==> src/hw/rtl/rlt_pkg.sv <==
package rlt_pkg;

	// Operation codes on the request channel.
	localparam logic [1:0] OP_WRITE_LOCK = 2'd0;
	localparam logic [1:0] OP_READ_LOCK  = 2'd1;
	localparam logic [1:0] OP_UNLOCK     = 2'd2;

	// Response status codes.
	localparam logic [1:0] ST_GRANTED  = 2'd0;
	localparam logic [1:0] ST_RETRY    = 2'd1;
	localparam logic [1:0] ST_FULL     = 2'd2;
	localparam logic [1:0] ST_RELEASED = 2'd3;

	// Slot occupancy codes.
	localparam logic [1:0] KIND_FREE  = 2'd0;
	localparam logic [1:0] KIND_READ  = 2'd1;
	localparam logic [1:0] KIND_WRITE = 2'd2;

	typedef enum logic [2:0] {
		S_IDLE = 3'b001,
		S_EVAL = 3'b010,
		S_HOLD = 3'b100
	} rlt_state_t;

	// Commands from the controller to the datapath.
	typedef struct packed {
		logic capture;
		logic evaluate;
	} rlt_cmd_t;

endpackage

==> src/hw/rtl/rlt_ctrl.sv <==
module rlt_ctrl
	import rlt_pkg::*;
(
	input  logic     clk,
	input  logic     arst_n,
	input  logic     in_valid,
	output logic     in_ready,
	output logic     out_valid,
	input  logic     out_ready,
	output rlt_cmd_t cmd
);

	rlt_state_t state_q;
	rlt_state_t state_d;

	// A new request may be taken when idle, or when the held response leaves this cycle.
	assign in_ready  = (state_q == S_IDLE) || ((state_q == S_HOLD) && out_ready);
	assign out_valid = (state_q == S_HOLD);

	assign cmd.capture  = in_valid && in_ready;
	assign cmd.evaluate = (state_q == S_EVAL);

	always_comb begin
		state_d = state_q;
		unique case (state_q)
			S_IDLE: begin
				if (in_valid) state_d = S_EVAL;
			end
			S_EVAL: begin
				state_d = S_HOLD;
			end
			S_HOLD: begin
				if (out_ready) state_d = in_valid ? S_EVAL : S_IDLE;
			end
			default: begin
				state_d = S_IDLE;
			end
		endcase
	end

	always_ff @(posedge clk or negedge arst_n) begin
		if (!arst_n) begin
			state_q <= S_IDLE;
		end else begin
			state_q <= state_d;
		end
	end

	a_eval_to_hold: assert property (@(posedge clk) disable iff (!arst_n)
		(state_q == S_EVAL) |=> (state_q == S_HOLD))
		else $error("evaluation did not produce a response");

	a_capture_to_eval: assert property (@(posedge clk) disable iff (!arst_n)
		cmd.capture |=> cmd.evaluate)
		else $error("captured request was not evaluated");

	a_hold_stalls: assert property (@(posedge clk) disable iff (!arst_n)
		(out_valid && !out_ready) |=> (out_valid && !cmd.evaluate))
		else $error("response dropped while stalled");

endmodule

==> src/hw/rtl/rlt_datapath.sv <==
module rlt_datapath
	import rlt_pkg::*;
#(
	parameter int TABLE_ENTRIES = 16
) (
	input  logic        clk,
	input  logic        arst_n,
	input  rlt_cmd_t    cmd,
	input  logic [1:0]  operation,
	input  logic [63:0] range_start,
	input  logic [63:0] range_end,
	input  logic [3:0]  slot_to_free,
	output logic [1:0]  status,
	output logic [3:0]  ticket
);

	localparam int IDX_W = $clog2(TABLE_ENTRIES);

	logic [1:0]  op_q;
	logic [63:0] first_q;
	logic [63:0] last_q;
	logic [3:0]  slot_q;

	logic [1:0]  kind_q  [TABLE_ENTRIES];
	logic [63:0] lo_q    [TABLE_ENTRIES];
	logic [63:0] hi_q    [TABLE_ENTRIES];

	logic [1:0]  status_q;
	logic [3:0]  ticket_q;

	logic [TABLE_ENTRIES-1:0] clash;
	logic [TABLE_ENTRIES-1:0] free;
	logic                     any_clash;
	logic                     any_free;
	logic [IDX_W-1:0]         pick;
	logic                     is_lock;
	logic                     is_write;
	logic                     grant;

	assign is_lock  = (op_q == OP_WRITE_LOCK) || (op_q == OP_READ_LOCK);
	assign is_write = (op_q == OP_WRITE_LOCK);

	// Per-slot overlap test against the captured request.
	always_comb begin
		for (int i = 0; i < TABLE_ENTRIES; i++) begin
			free[i]  = (kind_q[i] == KIND_FREE);
			clash[i] = (is_write ? (kind_q[i] != KIND_FREE) : (kind_q[i] == KIND_WRITE))
				&& (lo_q[i] <= last_q) && (first_q <= hi_q[i]);
		end
	end

	assign any_clash = |clash;
	assign any_free  = |free;
	assign grant     = is_lock && !any_clash && any_free;

	// Lowest free slot wins.
	always_comb begin
		pick = '0;
		for (int i = TABLE_ENTRIES - 1; i >= 0; i--) begin
			if (free[i]) pick = IDX_W'(i);
		end
	end

	always_ff @(posedge clk) begin
		if (cmd.capture) begin
			op_q    <= operation;
			first_q <= range_start;
			last_q  <= range_end;
			slot_q  <= slot_to_free;
		end
	end

	always_ff @(posedge clk) begin
		if (cmd.evaluate) begin
			if (op_q == OP_UNLOCK) begin
				status_q <= ST_RELEASED;
			end else if (!is_lock || any_clash) begin
				status_q <= ST_RETRY;
			end else if (!any_free) begin
				status_q <= ST_FULL;
			end else begin
				status_q <= ST_GRANTED;
			end
			ticket_q <= grant ? 4'(pick) : 4'd0;
		end
	end

	// Range bounds are written only on a grant; their reset value is never observed.
	always_ff @(posedge clk) begin
		for (int i = 0; i < TABLE_ENTRIES; i++) begin
			if (cmd.evaluate && grant && (pick == IDX_W'(i))) begin
				lo_q[i] <= first_q;
				hi_q[i] <= last_q;
			end
		end
	end

	always_ff @(posedge clk or negedge arst_n) begin
		if (!arst_n) begin
			for (int i = 0; i < TABLE_ENTRIES; i++) kind_q[i] <= KIND_FREE;
		end else if (cmd.evaluate) begin
			for (int i = 0; i < TABLE_ENTRIES; i++) begin
				if (grant && (pick == IDX_W'(i))) begin
					kind_q[i] <= is_write ? KIND_WRITE : KIND_READ;
				end else if ((op_q == OP_UNLOCK) && (32'(slot_q) == i)) begin
					kind_q[i] <= KIND_FREE;
				end
			end
		end
	end

	assign status = status_q;
	assign ticket = ticket_q;

	a_ticket_zero: assert property (@(posedge clk) disable iff (!arst_n)
		cmd.evaluate |=> ((status_q == ST_GRANTED) || (ticket_q == 4'd0)))
		else $error("nonzero ticket on a response that is not a grant");

endmodule

==> src/hw/rtl/range_lock_table_core.sv <==
// Channel   Direction  Handshake            Payload
// request   in         in_valid / in_ready  operation, range_start, range_end, slot_to_free
// response  out        out_valid/out_ready  status, ticket
//
// Each request is first captured from the transfer, then compared against every
// slot in parallel while the table is updated. The response register holds the
// result; a new request is taken in the cycle that response is taken, so under
// back-to-back traffic each request waits until the previous response leaves.
// Reset frees every slot at once; no clearing pass is needed.
// A stalled response holds the table and blocks new requests until it is taken.
module range_lock_table_core
	import rlt_pkg::*;
#(
	parameter int TABLE_ENTRIES = 16
) (
	input  logic        clk,
	input  logic        arst_n,
	input  logic        in_valid,
	output logic        in_ready,
	input  logic [1:0]  operation,
	input  logic [63:0] range_start,
	input  logic [63:0] range_end,
	input  logic [3:0]  slot_to_free,
	output logic        out_valid,
	input  logic        out_ready,
	output logic [1:0]  status,
	output logic [3:0]  ticket
);

	rlt_cmd_t cmd;

	// The controller sequences capture, evaluation and response hold.
	rlt_ctrl u_ctrl (
		.clk       (clk),
		.arst_n    (arst_n),
		.in_valid  (in_valid),
		.in_ready  (in_ready),
		.out_valid (out_valid),
		.out_ready (out_ready),
		.cmd       (cmd)
	);

	// The datapath owns the slot table, the comparators and the response register.
	rlt_datapath #(
		.TABLE_ENTRIES (TABLE_ENTRIES)
	) u_datapath (
		.clk          (clk),
		.arst_n       (arst_n),
		.cmd          (cmd),
		.operation    (operation),
		.range_start  (range_start),
		.range_end    (range_end),
		.slot_to_free (slot_to_free),
		.status       (status),
		.ticket       (ticket)
	);

endmodule
==> config.mk <==
export PLATFORM = sky130hd
export DESIGN_NAME = range_lock_table_core
export DESIGN_NICKNAME = d
export VERILOG_FILES = /design/src/hw/rtl/rlt_pkg.sv /design/src/hw/rtl/rlt_ctrl.sv /design/src/hw/rtl/rlt_datapath.sv /design/src/hw/rtl/range_lock_table_core.sv
export SDC_FILE = /design/constraint.sdc
export NUM_CORES = 2
export LEC_CHECK = 0
export BUFFER_PORTS_ARGS = -buffer_cell sky130_fd_sc_hd__buf_2
export CORE_MARGIN = 8
export CORE_UTILIZATION = 65
export CTS_CLUSTER_DIAMETER = 40
export CTS_CLUSTER_SIZE = 28
export DETAILED_ROUTE_END_ITERATION = 12
export MAX_ROUTING_LAYER = met4
export PLACE_DENSITY_LB_ADDON = 0.12
export SLEW_MARGIN = 0
export SYNTH_ARGS = -nofsm -noshare
export SYNTH_HDL_FRONTEND = slang
export SYNTH_SLANG_ARGS = --single-unit
export TNS_END_PERCENT = 100
==> constraint.sdc <==
create_clock -name clk -period 34.2 [get_ports clk]
set_input_delay 6.84 -clock clk [delete_from_list [all_inputs] [get_ports clk]]
set_output_delay 6.84 -clock clk [all_outputs]
set_load 0.01 [all_outputs]
==> flow_summary.json <==
{
  "io_pins": 146,
  "filler_cell_count": 11063,
  "synth-edff-count": 2188,
  "critical_path_arrival_ns": 7.54,
  "max_stage_delay_ns": 0.26,
  "min_period_ns": 14.38,
  "syn_inst": 8790,
  "placedCellCount": 11534,
  "ys_types": 76,
  "min_path_type": "flop to flop",
  "dp_hpwl_mm": 228,
  "synthTopCellsByArea": "edfxtp_1 (57%), ha_1 (22%), inv_1 (3.6%)",
  "hp-start": "u_datapath.kind_q[10]$_DFFE_PN0P_",
  "fin_setup_tns_ns": 0,
  "grt_overflow": 0,
  "grt_pass1_vias": 81201,
  "critical_path_class": "primary input to output pin",
  "slowest_stage": "mux2_2",
  "clk_path_buf_depth": 4,
  "wl_mm": 351,
  "grt_use_total_pct": 36.8,
  "drive_gt1_share_pct": 10.6,
  "fin_worst_skew_ns": 0.0597,
  "maxCapViolations": 1,
  "p_leak_nw": 56.1,
  "final_area_sq_um": 133000,
  "ctsHoldBuffers": 0,
  "drv_slew": 1,
  "wire_per_inst_microns": 28.9,
  "hold_viol": 0,
  "cp_top_family": "multiplexers",
  "setup_viol": 0,
  "synth_top_area_share_pct": 56.6,
  "yosysWarnings": 0,
  "clock_sinks": 2223,
  "crit_start": "out_ready",
  "outcome": "complete, but fails checks",
  "netlist_area_sq_um": 116000,
  "dieArea_sq_um": 192000,
  "layout.cells.non_filler": 12125,
  "synth_top_area_cell": "edfxtp_1",
  "ant_nets": 0,
  "start_util_pct": 65.2,
  "max_freq_ghz": 0.0695,
  "firstDrtPassIters": 7,
  "rsz0062_at_grt": "false",
  "ys.flop_type": "edfxtp_1",
  "vias": 80374,
  "row_count": 155,
  "timing.final.ws_setup_ns": 19.82,
  "path_common_cell": "buf_2",
  "drc_errors": 0,
  "ys_seq_area_share_pct": 57.4,
  "startpoint_type": "primary input",
  "ctsHtreeMaxLevel": 5,
  "slew_headroom_pct": -0.144,
  "grt_pass1_wl_mm": 504,
  "die_y_microns": 439,
  "power.total_mw": 8.66,
  "critPathMaxFanout": 3,
  "post-route-util_pct": 74.7,
  "yosysMostFrequentCell": "edfxtp_1",
  "synthArstFlopShare_pct": 1.57,
  "crit_chain": "buf_2 > nand2_1 > mux2_2 > nor2_1 > buf_2",
  "synth_common_cells": "edfxtp_1 (2188), ha_1 (2048), inv_1 (1124)",
  "cts-root-buf": "clkbuf_16",
  "synth_seq_cells": 2223,
  "cts_buffers": 327,
  "cts_resized": 0,
  "die_w_microns": 439,
  "r2r-start": "u_datapath.first_q[58]$_DFFE_PP_",
  "antenna_found_initial": 18,
  "grt_max_degree": 129,
  "nets": 11694,
  "portBuffers": 145,
  "required_ns": 27.36,
  "worstSkewPairLatency_ns": 0.95,
  "cts_tree": "yes",
  "globalplace.congestion": 0.970,
  "clk_pin_slew_ns": 0.05,
  "hold_slack_ns": 0.514,
  "core_sq_um": 178000,
  "worst_slew_pin_slew_ns": 1.49,
  "placed_area_sq_um": 122000,
  "syn2layout_area_growth_pct": 14.6,
  "vdd_drop_max_v": 0.0000723,
  "post-place-ws_ns": 19.81,
  "critPathCaptureType": "output pin",
  "synth.avg_cell_area_sq_um": 13.2,
  "violations": "capacitance limit, slew limit",
  "crit_buf_inv": 2,
  "synth_fp_nets": 10976,
  "drt_iter0_drc": 9586,
  "post_cts_buffers": 0,
  "viasPerCell": 6.63,
  "powerDensity_nw_per_um2": 65.1,
  "final_min_period_over_clock_period_pct": 42.1
}
==> cell usage in the layout (no fill, tap or decap), types with 145 or more instances in the layout <==
cell	Yosys	final
a21oi_1	730	730
nor2_1	180	180
buf_4	0	261
buf_2	1	145
ha_1	2048	2048
inv_1	1124	1124
a21o_1	296	296
nand3_1	162	162
o21ai_0	294	293
edfxtp_1	2188	2188
clkbuf_16	0	332
nand2_1	429	429
nand4_1	429	429
==> where the power goes <==
group / internal (mW) / switching (mW)
sequential: 3.22 / 0.0591
combinational: 0.598 / 1.39
clock: 2.09 / 1.30
total: 5.91 / 2.75
==> worst reg2reg max path, stage by stage (launching register included) <==
cell and delay, ns:
edfxtp_1 0.32, buf_4 0.55, ha_1 0.35, nand4_1 0.26, nor4_2 0.77, nand3_1 0.57, or4_1 0.62, o221a_1 0.26
a21oi_1 0.83, o32ai_1 0.28, nor4_2 0.54, nand3_2 0.13, buf_4 0.32, nor4_4 0.32, buf_4 0.47, buf_4 0.66
buf_4 0.86
==> state kept, by name (all words and copies together) (netlist names) <==
register	count
u_datapath.slot_q	4
u_datapath.first_q	64
u_datapath.status	2
u_datapath.ticket	4
u_datapath.last_q	64
u_datapath.kind_q	32
u_datapath.lo_q	1024
u_datapath.hi_q	1024
u_datapath.op_q	2
u_ctrl.state_q	3
==> path summary, 6_finish.rpt <==
kind / slack (ns) / end / depth (start not counted)
max: 19.82 / in_ready / 5
min: 0.51 / u_datapath.kind_q[10]$_DFFE_PN0P_ / 2
max reg2reg: 25.67 / u_datapath.lo_q[1][465]$_DFFE_PP_ / 16
min reg2reg: 0.51 / u_datapath.kind_q[10]$_DFFE_PN0P_ / 2
max in group asynchronous: 27.62 / u_datapath.kind_q[7]$_DFFE_PN0P_ / 1
min in group asynchronous: 6.01 / u_datapath.kind_q[19]$_DFFE_PN0P_ / 1
==> routing by layer <==
metal / global-route usage [%] / vias to the layer above / wire, microns
met5: - / - / 0
met4: 21.5 / 0 / 24800
met3: 8.20 / 1164 / 41400
met2: 54.8 / 4675 / 153000
met1: 46.6 / 39306 / 132000
li1: - / 35229 / -
==> layout make-up <==
type / count / area (sq um) / area share, %
clock buffer: 352 / 8380 / 6.30
inverter: 1124 / 4220 / 3.17
clock inverter: 227 / 2620 / 1.97
tap: 2355 / 2950 / 2.22
antenna: 12 / 30.0 / 0.0226
multi-input combinational: 5422 / 45500 / 34.2
timing repair buffer: 410 / 2770 / 2.08
sequential: 2223 / 66600 / 50.1
==> cells by family (layout without fill, tap and decap cells) <==
kind of cell,after synthesis,after routing,synth area share (%)
mux,17,17,0.150
fa+ha+maj,2048,2048,22.1
compound gates,1722,1722,9.19
flops,2223,2223,57.4
simple gates,1635,1635,7.51
buf+inv,1145,2113,3.72
other cells,0,12,0
Power figures use the tool's default switching activity.
